$ cat config.mk
export PLATFORM = sky130hd
export DESIGN_NAME = jump_consistent_hash_bucket
export DESIGN_NICKNAME = d
export VERILOG_FILES = /design/src/jchb_pkg.sv /design/src/jchb_ctrl.sv /design/src/jchb_dp.sv /design/src/jump_consistent_hash_bucket.sv
export SDC_FILE = /design/constraint.sdc
export NUM_CORES = 2
export LEC_CHECK = 0
export BUFFER_PORTS_ARGS = -buffer_cell sky130_fd_sc_hd__buf_2
export CORE_MARGIN = 4
export CORE_UTILIZATION = 60
export DETAILED_ROUTE_END_ITERATION = 10
export PLACE_DENSITY_LB_ADDON = 0.1
export SLEW_MARGIN = 20
export SYNTH_ARGS = -nofsm -noshare
export SYNTH_HDL_FRONTEND = slang
export SYNTH_SLANG_ARGS = --single-unit
$ cat constraint.sdc
create_clock -name i_clk -period 24.2 [get_ports i_clk]
set_input_delay 3.63 -clock i_clk [delete_from_list [all_inputs] [get_ports i_clk]]
set_output_delay 3.63 -clock i_clk [all_outputs]
set_load 0.01 [all_outputs]
$ cat src/jchb_pkg.sv
// Shared types and constants for the jump consistent hash bucket block.
// Used by the controller, datapath and top level; no dependencies.
`default_nettype none

package jchb_pkg;

    localparam int KEY_W         = 64;
    localparam int HALF_W        = 32;
    localparam int DIVISOR_W     = 32;
    localparam int JUMP_SHIFT    = 31;
    localparam int KEY_TOP_SHIFT = 33;

    localparam logic [KEY_W-1:0]  LCG_MULT    = 64'h27BB_2EE6_87B0_B0FD;
    localparam logic [HALF_W-1:0] LCG_MULT_LO = LCG_MULT[HALF_W-1:0];
    localparam logic [HALF_W-1:0] LCG_MULT_HI = LCG_MULT[KEY_W-1:HALF_W];

    typedef enum logic [2:0] {
        S_IDLE,
        S_MUL0,
        S_MUL1,
        S_MUL2,
        S_MUL3,
        S_DIV_INIT,
        S_DIV,
        S_CHECK
    } t_state;

    typedef enum logic [3:0] {
        DP_NOP,
        DP_LOAD,
        DP_MUL0,
        DP_MUL1,
        DP_MUL2,
        DP_MUL3,
        DP_DIV_INIT,
        DP_DIV_STEP,
        DP_ADVANCE,
        DP_OUT
    } t_dp_op;

    typedef struct packed {
        t_dp_op op;
    } t_dp_cmd;

    typedef struct packed {
        logic jump_below;
    } t_dp_status;

endpackage

`default_nettype wire

$ cat src/jchb_ctrl.sv
// Controller state machine for the jump consistent hash bucket block.
// Depends on jchb_pkg; drives the datapath through t_dp_cmd.
`default_nettype none

module jchb_ctrl #(
    parameter int BUCKET_BITS = 31
) (
    input  wire                  i_clk,
    input  wire                  i_rst_n,
    input  wire                  i_valid,
    output logic                 o_stall,
    output logic                 o_valid,
    input  wire                  i_stall,
    output jchb_pkg::t_dp_cmd    o_cmd,
    input  jchb_pkg::t_dp_status i_status
);
    import jchb_pkg::*;

    localparam int DIV_STEPS = (BUCKET_BITS + JUMP_SHIFT + 2) / 2;
    localparam int CNT_W     = $clog2(DIV_STEPS);
    localparam logic [CNT_W-1:0] CNT_LAST = CNT_W'(DIV_STEPS - 1);

    t_state           r_state, n_state;
    logic [CNT_W-1:0] r_cnt, n_cnt;
    logic             r_out_valid, n_out_valid;

    always_ff @(posedge i_clk) begin
        if (!i_rst_n) begin
            r_state     <= S_IDLE;
            r_cnt       <= '0;
            r_out_valid <= 1'b0;
        end else begin
            r_state     <= n_state;
            r_cnt       <= n_cnt;
            r_out_valid <= n_out_valid;
        end
    end

    always_comb begin
        n_state     = r_state;
        n_cnt       = r_cnt;
        n_out_valid = r_out_valid && i_stall;
        o_cmd.op    = DP_NOP;
        case (r_state)
            S_IDLE: begin
                if (i_valid) begin
                    o_cmd.op = DP_LOAD;
                    n_state  = S_MUL0;
                end
            end
            S_MUL0: begin
                o_cmd.op = DP_MUL0;
                n_state  = S_MUL1;
            end
            S_MUL1: begin
                o_cmd.op = DP_MUL1;
                n_state  = S_MUL2;
            end
            S_MUL2: begin
                o_cmd.op = DP_MUL2;
                n_state  = S_MUL3;
            end
            S_MUL3: begin
                o_cmd.op = DP_MUL3;
                n_state  = S_DIV_INIT;
            end
            S_DIV_INIT: begin
                o_cmd.op = DP_DIV_INIT;
                n_cnt    = '0;
                n_state  = S_DIV;
            end
            S_DIV: begin
                o_cmd.op = DP_DIV_STEP;
                n_cnt    = r_cnt + 1'b1;
                if (r_cnt == CNT_LAST) begin
                    n_state = S_CHECK;
                end
            end
            S_CHECK: begin
                if (i_status.jump_below) begin
                    // take the jump as the new candidate, run another round
                    o_cmd.op = DP_ADVANCE;
                    n_state  = S_MUL0;
                end else if (!r_out_valid || !i_stall) begin
                    o_cmd.op    = DP_OUT;
                    n_out_valid = 1'b1;
                    n_state     = S_IDLE;
                end
            end
            default: begin
                n_state = S_IDLE;
            end
        endcase
    end

    assign o_stall = (r_state != S_IDLE);
    assign o_valid = r_out_valid;

endmodule

`default_nettype wire

$ cat src/jchb_dp.sv
// Datapath for the jump consistent hash bucket block: key LCG on a shared
// 32x32 multiplier, radix-2 restoring divider (two bits a cycle), count register.
// Depends on jchb_pkg; commanded by jchb_ctrl.
`default_nettype none

module jchb_dp #(
    parameter int BUCKET_BITS = 31
) (
    input  wire                          i_clk,
    input  wire                          i_rst_n,
    input  jchb_pkg::t_dp_cmd            i_cmd,
    output jchb_pkg::t_dp_status         o_status,
    input  wire [jchb_pkg::KEY_W-1:0]    i_key,
    input  wire                          i_cfg_we,
    input  wire [BUCKET_BITS-1:0]        i_cfg_data,
    output logic [BUCKET_BITS-1:0]       o_bucket
);
    import jchb_pkg::*;

    localparam int DIV_STEPS = (BUCKET_BITS + JUMP_SHIFT + 2) / 2;
    localparam int QW        = 2 * DIV_STEPS;

    logic [BUCKET_BITS-1:0] r_count;
    logic [BUCKET_BITS-1:0] w_eff_count;

    logic [KEY_W-1:0]       r_key;
    logic [KEY_W-1:0]       r_acc;
    logic [KEY_W-1:0]       r_prod;
    logic [BUCKET_BITS-1:0] r_cand;
    logic [BUCKET_BITS-1:0] r_bucket;
    logic [DIVISOR_W-1:0]   r_div;
    logic [DIVISOR_W-1:0]   r_rem;
    logic [QW-1:0]          r_quo;

    logic [HALF_W-1:0]      w_mul_a, w_mul_b;
    logic [KEY_W-1:0]       w_prod;
    logic [KEY_W-1:0]       w_cross;
    logic [BUCKET_BITS:0]   w_cand_inc;
    logic [QW-1:0]          w_dividend;
    logic [DIVISOR_W-1:0]   w_rem_next;
    logic [QW-1:0]          w_quo_next;

    // Bucket count register; zero acts as one.
    always_ff @(posedge i_clk) begin
        if (!i_rst_n) begin
            r_count <= BUCKET_BITS'(1);
        end else if (i_cfg_we) begin
            r_count <= i_cfg_data;
        end
    end

    assign w_eff_count = (r_count == '0) ? BUCKET_BITS'(1) : r_count;

    // Shared multiplier: low 64 bits of key * LCG_MULT + 1 from three partial products.
    always_comb begin
        case (i_cmd.op)
            DP_MUL1: begin
                w_mul_a = r_key[HALF_W-1:0];
                w_mul_b = LCG_MULT_HI;
            end
            DP_MUL2: begin
                w_mul_a = r_key[KEY_W-1:HALF_W];
                w_mul_b = LCG_MULT_LO;
            end
            default: begin
                w_mul_a = r_key[HALF_W-1:0];
                w_mul_b = LCG_MULT_LO;
            end
        endcase
    end

    assign w_prod  = w_mul_a * w_mul_b;
    assign w_cross = {r_prod[HALF_W-1:0], {HALF_W{1'b0}}};

    assign w_cand_inc = {1'b0, r_cand} + 1'b1;
    assign w_dividend = QW'(w_cand_inc) << JUMP_SHIFT;

    // Two restoring division steps per cycle.
    always_comb begin
        logic [DIVISOR_W:0] t;
        logic               qbit;
        w_rem_next = r_rem;
        w_quo_next = r_quo;
        for (int s = 0; s < 2; s++) begin
            t    = {w_rem_next, w_quo_next[QW-1]};
            qbit = (t >= {1'b0, r_div});
            if (qbit) begin
                w_rem_next = DIVISOR_W'(t - {1'b0, r_div});
            end else begin
                w_rem_next = t[DIVISOR_W-1:0];
            end
            w_quo_next = {w_quo_next[QW-2:0], qbit};
        end
    end

    always_ff @(posedge i_clk) begin
        case (i_cmd.op)
            DP_LOAD: begin
                r_key  <= i_key;
                r_cand <= '0;
            end
            DP_MUL0: begin
                r_prod <= w_prod;
            end
            DP_MUL1: begin
                r_acc  <= r_prod + KEY_W'(1);
                r_prod <= w_prod;
            end
            DP_MUL2: begin
                r_acc  <= r_acc + w_cross;
                r_prod <= w_prod;
            end
            DP_MUL3: begin
                r_key <= r_acc + w_cross;
            end
            DP_DIV_INIT: begin
                r_div <= DIVISOR_W'(r_key[KEY_W-1:KEY_TOP_SHIFT]) + DIVISOR_W'(1);
                r_rem <= '0;
                r_quo <= w_dividend;
            end
            DP_DIV_STEP: begin
                r_rem <= w_rem_next;
                r_quo <= w_quo_next;
            end
            DP_ADVANCE: begin
                r_cand <= r_quo[BUCKET_BITS-1:0];
            end
            DP_OUT: begin
                r_bucket <= r_cand;
            end
            default: begin
            end
        endcase
    end

    assign o_status.jump_below = (r_quo < QW'(w_eff_count));
    assign o_bucket            = r_bucket;

endmodule

`default_nettype wire

$ cat src/jump_consistent_hash_bucket.sv
// Top level of the jump consistent hash bucket block.
// Instantiates jchb_ctrl and jchb_dp; depends on jchb_pkg.
//
// Input channel (i_valid, o_stall, i_key): a key transfers on a rising edge with
// i_valid high and o_stall low. One key at a time: o_stall is high from the
// cycle after the transfer until the key's bucket is loaded for output.
// Output channel (o_valid, i_stall, o_bucket): one bucket per key, held in an
// output register until it transfers (i_stall low). A new key may be taken
// while a finished bucket still waits there.
// Config channel (i_cfg_valid, o_cfg_ready, i_cfg_data): writes bucket_count;
// o_cfg_ready is always high. Write only while the block is idle. A count of
// zero acts as one.
// Rounds: a round runs the LCG step in states S_MUL0 to S_MUL3 on one shared
// 32x32 multiplier, then a divider setup, the divider's two-bits-a-cycle
// iterations and a compare. A key runs R rounds, R about ln(bucket_count) + 1.
// When the output is free, o_valid rises in the cycle after the last compare and
// the next key can transfer in that same cycle, not before the last key is done.
// A stalled receiver holds the last compare until the output register empties.
// Reset (i_rst_n low, synchronous): drops any key in flight and any pending
// bucket, and sets bucket_count to 1.
`default_nettype none

module jump_consistent_hash_bucket #(
    parameter int BUCKET_BITS = 31
) (
    input  wire                          i_clk,
    input  wire                          i_rst_n,
    input  wire                          i_valid,
    output logic                         o_stall,
    input  wire [jchb_pkg::KEY_W-1:0]    i_key,
    output logic                         o_valid,
    input  wire                          i_stall,
    output logic [BUCKET_BITS-1:0]       o_bucket,
    input  wire                          i_cfg_valid,
    output logic                         o_cfg_ready,
    input  wire [BUCKET_BITS-1:0]        i_cfg_data
);
    import jchb_pkg::*;

    t_dp_cmd    w_cmd;
    t_dp_status w_status;
    logic       w_cfg_we;

    // Config writes are always accepted; the count register sits in the datapath.
    assign o_cfg_ready = 1'b1;
    assign w_cfg_we    = i_cfg_valid && o_cfg_ready;

    jchb_ctrl #(
        .BUCKET_BITS (BUCKET_BITS)
    ) u_ctrl (
        .i_clk    (i_clk),
        .i_rst_n  (i_rst_n),
        .i_valid  (i_valid),
        .o_stall  (o_stall),
        .o_valid  (o_valid),
        .i_stall  (i_stall),
        .o_cmd    (w_cmd),
        .i_status (w_status)
    );

    jchb_dp #(
        .BUCKET_BITS (BUCKET_BITS)
    ) u_dp (
        .i_clk      (i_clk),
        .i_rst_n    (i_rst_n),
        .i_cmd      (w_cmd),
        .o_status   (w_status),
        .i_key      (i_key),
        .i_cfg_we   (w_cfg_we),
        .i_cfg_data (i_cfg_data),
        .o_bucket   (o_bucket)
    );

endmodule

`default_nettype wire

Yosys cells after proc, flatten, opt, wreduce, memory -nomap -nowiden
Index checks and enable logic that the tools add are counted.
{"block": "classes", "n_eq_ne": 20, "n_reduce_logical": 14, "n_mul": 1, "n_lt_le_gt_ge": 3, "n_mux": 23, "add_sub_neg": 7}
{"op": "case mux 64 bit (2 select lines)", "n": 3}
{"op": "2-to-1 mux 32 bit", "n": 4}
{"op": ">= comparator 33 x 32 -> 1 bit", "n": 2}
{"op": "adder 31 x 1 -> 32 bit (second input constant)", "n": 2}
{"op": "adder 64 x 1 -> 64 bit (second input constant)", "n": 1}
{"op": "adder 64 bit", "n": 1}
{"op": "< comparator 64 x 31 -> 1 bit", "n": 1}
{"op": "multiplier 32 x 32 -> 64 bit", "n": 1}
{"op": "case mux 32 bit (2 select lines)", "n": 1}
{"op": "subtractor 32 bit", "n": 2}
{"op": "case mux 31 bit (2 select lines)", "n": 1}
{"op": "case mux 4 bit (8 select lines)", "n": 1}
{"op": "logical NOT 31 bit", "n": 1}
{"op": "2-to-1 mux 31 bit", "n": 1}
{"op": "case mux 3 bit (8 select lines)", "n": 1}
{"op": "== test 4 x 3 -> 1 bit (second input constant)", "n": 4}
{"op": "== test 3 bit (second input constant)", "n": 4}
{"op": "2-to-1 mux 3 bit", "n": 4}
{"op": "case mux 5 bit (2 select lines)", "n": 1}
{"op": "nonzero test 2 bit", "n": 5}
{"op": "== test 4 x 2 -> 1 bit (second input constant)", "n": 2}
{"op": "== test 4 bit (second input constant)", "n": 2}
{"op": "2-to-1 mux 4 bit", "n": 2}
{"op": "== test 3 x 2 -> 1 bit (second input constant)", "n": 2}
{"op": "15 further kinds", "n": 19}
{"block": "word_totals", "input_bits": 100, "register_bits": 422, "out_inout_bits": 34, "elab_cells": 80}

Logic depth before layout (Yosys ltp)
{"block": "logic_depth", "word_depth": 8, "depth_mapped": 43, "ltp_nobuf": 41}

Cells and area by module
A second synthesis with hierarchy kept.
{"block": "hier_totals", "hier_cells": 4893, "hier_area_um2": 48733.0}
{"mod": "jchb_dp", "area_per_inst_um2": 48109.9, "seq_area_each_um2": 12091.6, "instances": 1, "cells_each": 4821}
{"mod": "jchb_ctrl", "area_per_inst_um2": 611.8, "seq_area_each_um2": 180.2, "instances": 1, "cells_each": 70}
{"mod": "jump_consistent_hash_bucket", "area_per_inst_um2": 11.3, "seq_area_each_um2": 0.0, "instances": 1, "cells_each": 2}

Worst setup path before layout
No wires, ideal clock.
{"block": "synth_timing", "kind": "input to register", "start": "input i_valid", "end": "register u_dp.r_prod[60], data pin", "setup_time_ns": 0.262, "path_buffers": 2, "arrival_ns": 12.482, "slack_ns": 11.456, "cell_stages": 30, "path_cell_list": "a221o_1 -> nand3_1 -> inv_1 -> clkbuf_1 -> clkbuf_1 -> nor2_1 -> fa_1 -> fa_1 -> fa_1 -> inv_1 -> fa_1 -> inv_1 -> fa_1 -> fa_1 -> fa_1 -> inv_1 -> fa_1 -> inv_1 -> ha_1 -> nand4_1 -> nor3_1 -> nor3_1 -> o311ai_2 -> a31oi_1 -> o21a_1 -> o211a_1 -> nor3_2 -> a2111oi_0 -> a21oi_1 -> xor2_1"}
{"block": "synth_between", "elab_chain_len": 5}
{"item": "start: declaration", "line": "jump_consistent_hash_bucket.sv:28", "source": "input wire i_valid,"}
{"item": "2-to-1 mux 1 bit *", "line": "jchb_ctrl.sv:46", "source": "if (i_valid) begin"}
{"item": "case mux 4 bit (8 select lines) *", "line": "jchb_ctrl.sv:44", "source": "case (r_state)"}
{"item": "== test 4 x 3 -> 1 bit / == test 4 x 2 -> 1 bit (equally long branches)", "line": "jchb_dp.sv:56", "source": "case (i_cmd.op)"}
{"item": "2-to-1 mux 32 bit", "line": "jchb_dp.sv:56"}
{"item": "multiplier 32 x 32 -> 64 bit *", "line": "jchb_dp.sv:72", "source": "assign w_prod = w_mul_a * w_mul_b;"}
{"item": "via u_dp.w_prod[60]", "line": "jchb_dp.sv:36", "source": "logic [KEY_W-1:0] w_prod;"}
{"item": "end signal: assignment", "line": "jchb_dp.sv:103", "source": "r_prod <= w_prod;"}
{"item": "end signal: assignment", "line": "jchb_dp.sv:107", "source": "r_prod <= w_prod;"}
{"item": "end signal: assignment", "line": "jchb_dp.sv:111", "source": "r_prod <= w_prod;"}
{"item": "end: declaration", "line": "jchb_dp.sv:28", "source": "logic [KEY_W-1:0] r_prod;"}
The timed path passes the listed nets; every way through them passes the cells marked *.
A chain may end at the register's enable or synchronous reset.

Worst setup path after layout
{"block": "layout_timing", "start": "input i_stall", "end": "register u_dp.r_prod[57], data pin"}
{"block": "layout_between", "elab_chain_len": 8}
{"item": "start: declaration", "line": "jump_consistent_hash_bucket.sv:32", "source": "input wire i_stall,"}
{"item": "logical NOT 1 bit *", "line": "jchb_ctrl.sv:84", "source": "end else if (!r_out_valid || !i_stall) begin"}
{"item": "logical OR 1 bit *", "line": "jchb_ctrl.sv:84"}
{"item": "2-to-1 mux 4 bit *", "line": "jchb_ctrl.sv:84"}
{"item": "2-to-1 mux 4 bit *", "line": "jchb_ctrl.sv:80", "source": "if (i_status.jump_below) begin"}
{"item": "case mux 4 bit (8 select lines) *", "line": "jchb_ctrl.sv:44"}
{"item": "== test 4 x 3 -> 1 bit / == test 4 x 2 -> 1 bit (equally long branches)", "line": "jchb_dp.sv:56"}
{"item": "2-to-1 mux 32 bit", "line": "jchb_dp.sv:56"}
{"item": "multiplier 32 x 32 -> 64 bit *", "line": "jchb_dp.sv:72"}
{"item": "via u_dp.w_prod[57]", "line": "jchb_dp.sv:36"}
Marks and branches as above.

==> impl_metrics.ini <==
[die]
fp.dieH_um = 295
io_pins = 134
rows = 105
start_util_pct = 60.4
floorplan.die_area_mm2 = 0.0872
core_area_mm2 = 0.0820
die_w_um = 295

[timing]
fmax_ghz = 0.0739
slew_headroom_pct = 28.1
rsz0062_at_grt = false
drv_slew = 0
hold_viol_final = 0
finalCritPeriodShare_pct = 55.9
clock_skew_ns = 0.0284
tns_ns = 0
worstMarginPinSlew_ns = 1.07
period_minus_slack_ns = 13.53
finalSetupViolations = 0

[logic_synthesis]
synth.avg_cell_area_um2 = 10.1
synth_edf_count = 382
postSynthCellCount = 4916
yosysWarnings = 0
netlist_area_mm2 = 0.0496
seq_area_frac_synth_pct = 24.8
synth.top_cells.by_area = fa_1 25%, edfxtp_1 23%, ha_1 14%
synth_seq_cells = 422
ys_types = 93
synth_flop_cell = edfxtp_1
ys_async_sr_fraction_pct = 0
synth_top_cell_area_share_pct = 24.6
synth_top_area_cell = fa_1

[clocking]
cts_max_level = 2
cts_buffers = 43
cts_tree = yes
path_clk_slew_ns = 0.07
cts_buffer_depth = 3
clock_latency_ns = 0.58
post_cts_buffers = 0
clockRootBuffer = clkbuf_16
hold_buffers = 0
clock-sinks = 422
cts-resized-gates = 0

[worst_setup_path]
r2r_cells = 36
crit_path_end_kind = flip-flop
worst-path-max-fanout = 54
startpoint_type = input pin
rr_startpoint = u_dp.r_count[30]$_SDFFE_PN0P_
arrival_ns = 13.84
cpMostUsedCell = fa_1
r2r_setup_slack_ns = 11.98
critPathMaxStageDelay_ns = 0.79
r2r-end = u_dp.r_prod[57]$_DFFE_PP_
critPathRequiredTime_ns = 24.51
cp_slowest_cell = buf_4
critPathKind = in2reg

[routing]
routed_via_density = 5.71
firstDrtPassIters = 6
via_count = 35300
ant_nets = 0
drt_iter0_markers = 2787
drc = 0
drt-total-wl_um = 139000
wl_per_cell_um = 22.6

[hold_path]
min_to = u_dp.o_bucket[24]$_DFFE_PN_
hold_class = reg2reg
hold_path_depth = 0
hold_start = u_dp.r_cand[24]$_SDFFCE_PN0P_

[placed_design]
dpl.hpwl_um = 117000
portBuffers = 132
place_congestion = 0.982

[layout]
fin_nets = 6312
area.growth.synth_to_final_pct = 7.02
drive_above_1_share_pct = 7.31

[global_route]
grt-ovfl-total = 0
grt_pass1_vias = 35700
grtUsageTotal_pct = 32.4
antenna_found_initial = 8
grt_max_degree = 75
grt_pass1_wl_um = 213000

[status]
status = complete, no violations

[run]
maxCapViolations = 0
## placed cells by master, fill, tap and decap left out, types with 43 or more instances in the layout
cell	Yosys	final
inv_1	1065	1064
mux2_4	56	56
a21oi_1	222	221
mux2i_1	65	63
nor2_1	299	296
a21o_1	103	103
and2_1	82	82
nand4_1	47	47
nand2_1	311	311
xnor2_1	184	184
buf_2	18	132
nor2b_1	55	55
o21ai_0	121	121
ha_1	535	535
clkbuf_16	0	43
xor2_1	117	117
conb_1	2	61
fa_1	609	609
nand3_1	89	88
edfxtp_1	382	382
## layer usage
layer	wire length [µm]	vias to the layer above	GRT usage, %
met4	6730	8	13.0
met1	55200	17400	42.4
met2	68000	1267	55.0
li1	-	16200	-
met3	9470	312	4.24
met5	60	-	0
## through the flow
step	instance area (µm²)	instances	hold slack (ns)	setup slack [ns]	util [%]
6_report	53000	6180	0.480	10.67	64.7
5_1_grt	53000	6174	0.485	10.14	64.7
2_1_floorplan	49800	4975	0.446	11.46	-
3_5_place_dp	51600	6093	0.482	10.13	62.9
4_1_cts	53000	6173	0.470	10.70	64.7
3_3_place_gp	51600	6093	0.477	10.26	62.9
## registers in the layout, summed over array words and instances (netlist names)
register,flops
u_ctrl.r_state,3
u_dp.o_bucket,31
u_dp.r_cand,31
u_dp.r_count,31
u_ctrl.o_valid,1
u_dp.r_rem,32
u_dp.r_div,32
u_dp.r_key,64
u_dp.r_quo,64
u_dp.r_acc,64
u_ctrl.r_cnt,5
u_dp.r_prod,64
## area by class of cell
class,instances,area (µm²)
flip-flops and latches,422,12300
inverters,1068,4010
diodes,7,17.5
repair buffers,164,901
clock inverters,31,337
multi-input cells,3369,33000
fillers,6782,28900
clock buffers,49,1110
well taps,1070,1340
## worst max-delay path: cells and delay by family
| kind | cells | cell delay, ns |
|---|---|---|
| adders and majority gates | 9 | 4.32 |
| and+or+nand+nor | 6 | 2.29 |
| AOI/OAI and AO/OA | 8 | 1.99 |
| buffers and inverters | 7 | 1.43 |
| xor gates and xnor gates | 1 | 0.08 |
## Yosys cell counts, types with 6 or more instances
library cell / number
inv_1: 1065
fa_1: 609
ha_1: 535
edfxtp_1: 382
nand2_1: 311
nor2_1: 299
a21oi_1: 222
xnor2_1: 184
o21ai_0: 121
xor2_1: 117
a21o_1: 103
nand3_1: 89
and2_1: 82
clkbuf_1: 76
mux2i_1: 65
mux2_4: 56
nor2b_1: 55
nand4_1: 47
and3_1: 40
dfxtp_1: 40
nor3_1: 34
o21a_1: 30
nor4_1: 23
o21bai_1: 23
nand2b_1: 20
a31oi_1: 18
buf_2: 18
a211oi_1: 17
a21boi_0: 13
mux2_2: 13
mux2i_4: 12
o21ai_1: 11
and4_1: 10
or2_2: 10
a221oi_1: 9
buf_6: 9
o31ai_1: 9
buf_1: 7
or3_1: 7
buf_4: 6
## worst max path at each step
stage | cells past startpoint | start | slack, ns | end
after floorplan | 30 | i_valid | 11.46 | u_dp.r_prod[60]$_DFFE_PP_
after global placement | 31 | i_stall | 10.26 | u_dp.r_prod[63]$_DFFE_PP_
after detailed placement | 33 | i_stall | 10.13 | u_dp.r_prod[63]$_DFFE_PP_
after CTS | 31 | i_stall | 10.70 | u_dp.r_prod[57]$_DFFE_PP_
after global routing | 35 | i_stall | 10.14 | u_dp.r_prod[63]$_DFFE_PP_
final | 31 | i_stall | 10.67 | u_dp.r_prod[57]$_DFFE_PP_
## kinds of logic (layout without fill, tap and decap cells)
kind of cell / after synthesis / after routing / share of synthesized area, %
other cells: 2 / 68 / 0.0152
xor+xnor: 301 / 301 / 5.32
simple gates: 1054 / 1054 / 10.1
fa+ha+maj: 1144 / 1144 / 38.1
compound gates: 660 / 660 / 8.54
flops: 422 / 422 / 24.8
mux: 149 / 149 / 3.93
buf+inv: 1184 / 1312 / 9.20
Power is left out: the tool's default activity adds up to more than one toggle a clock period on the data nets, which glitch-free logic cannot reach.
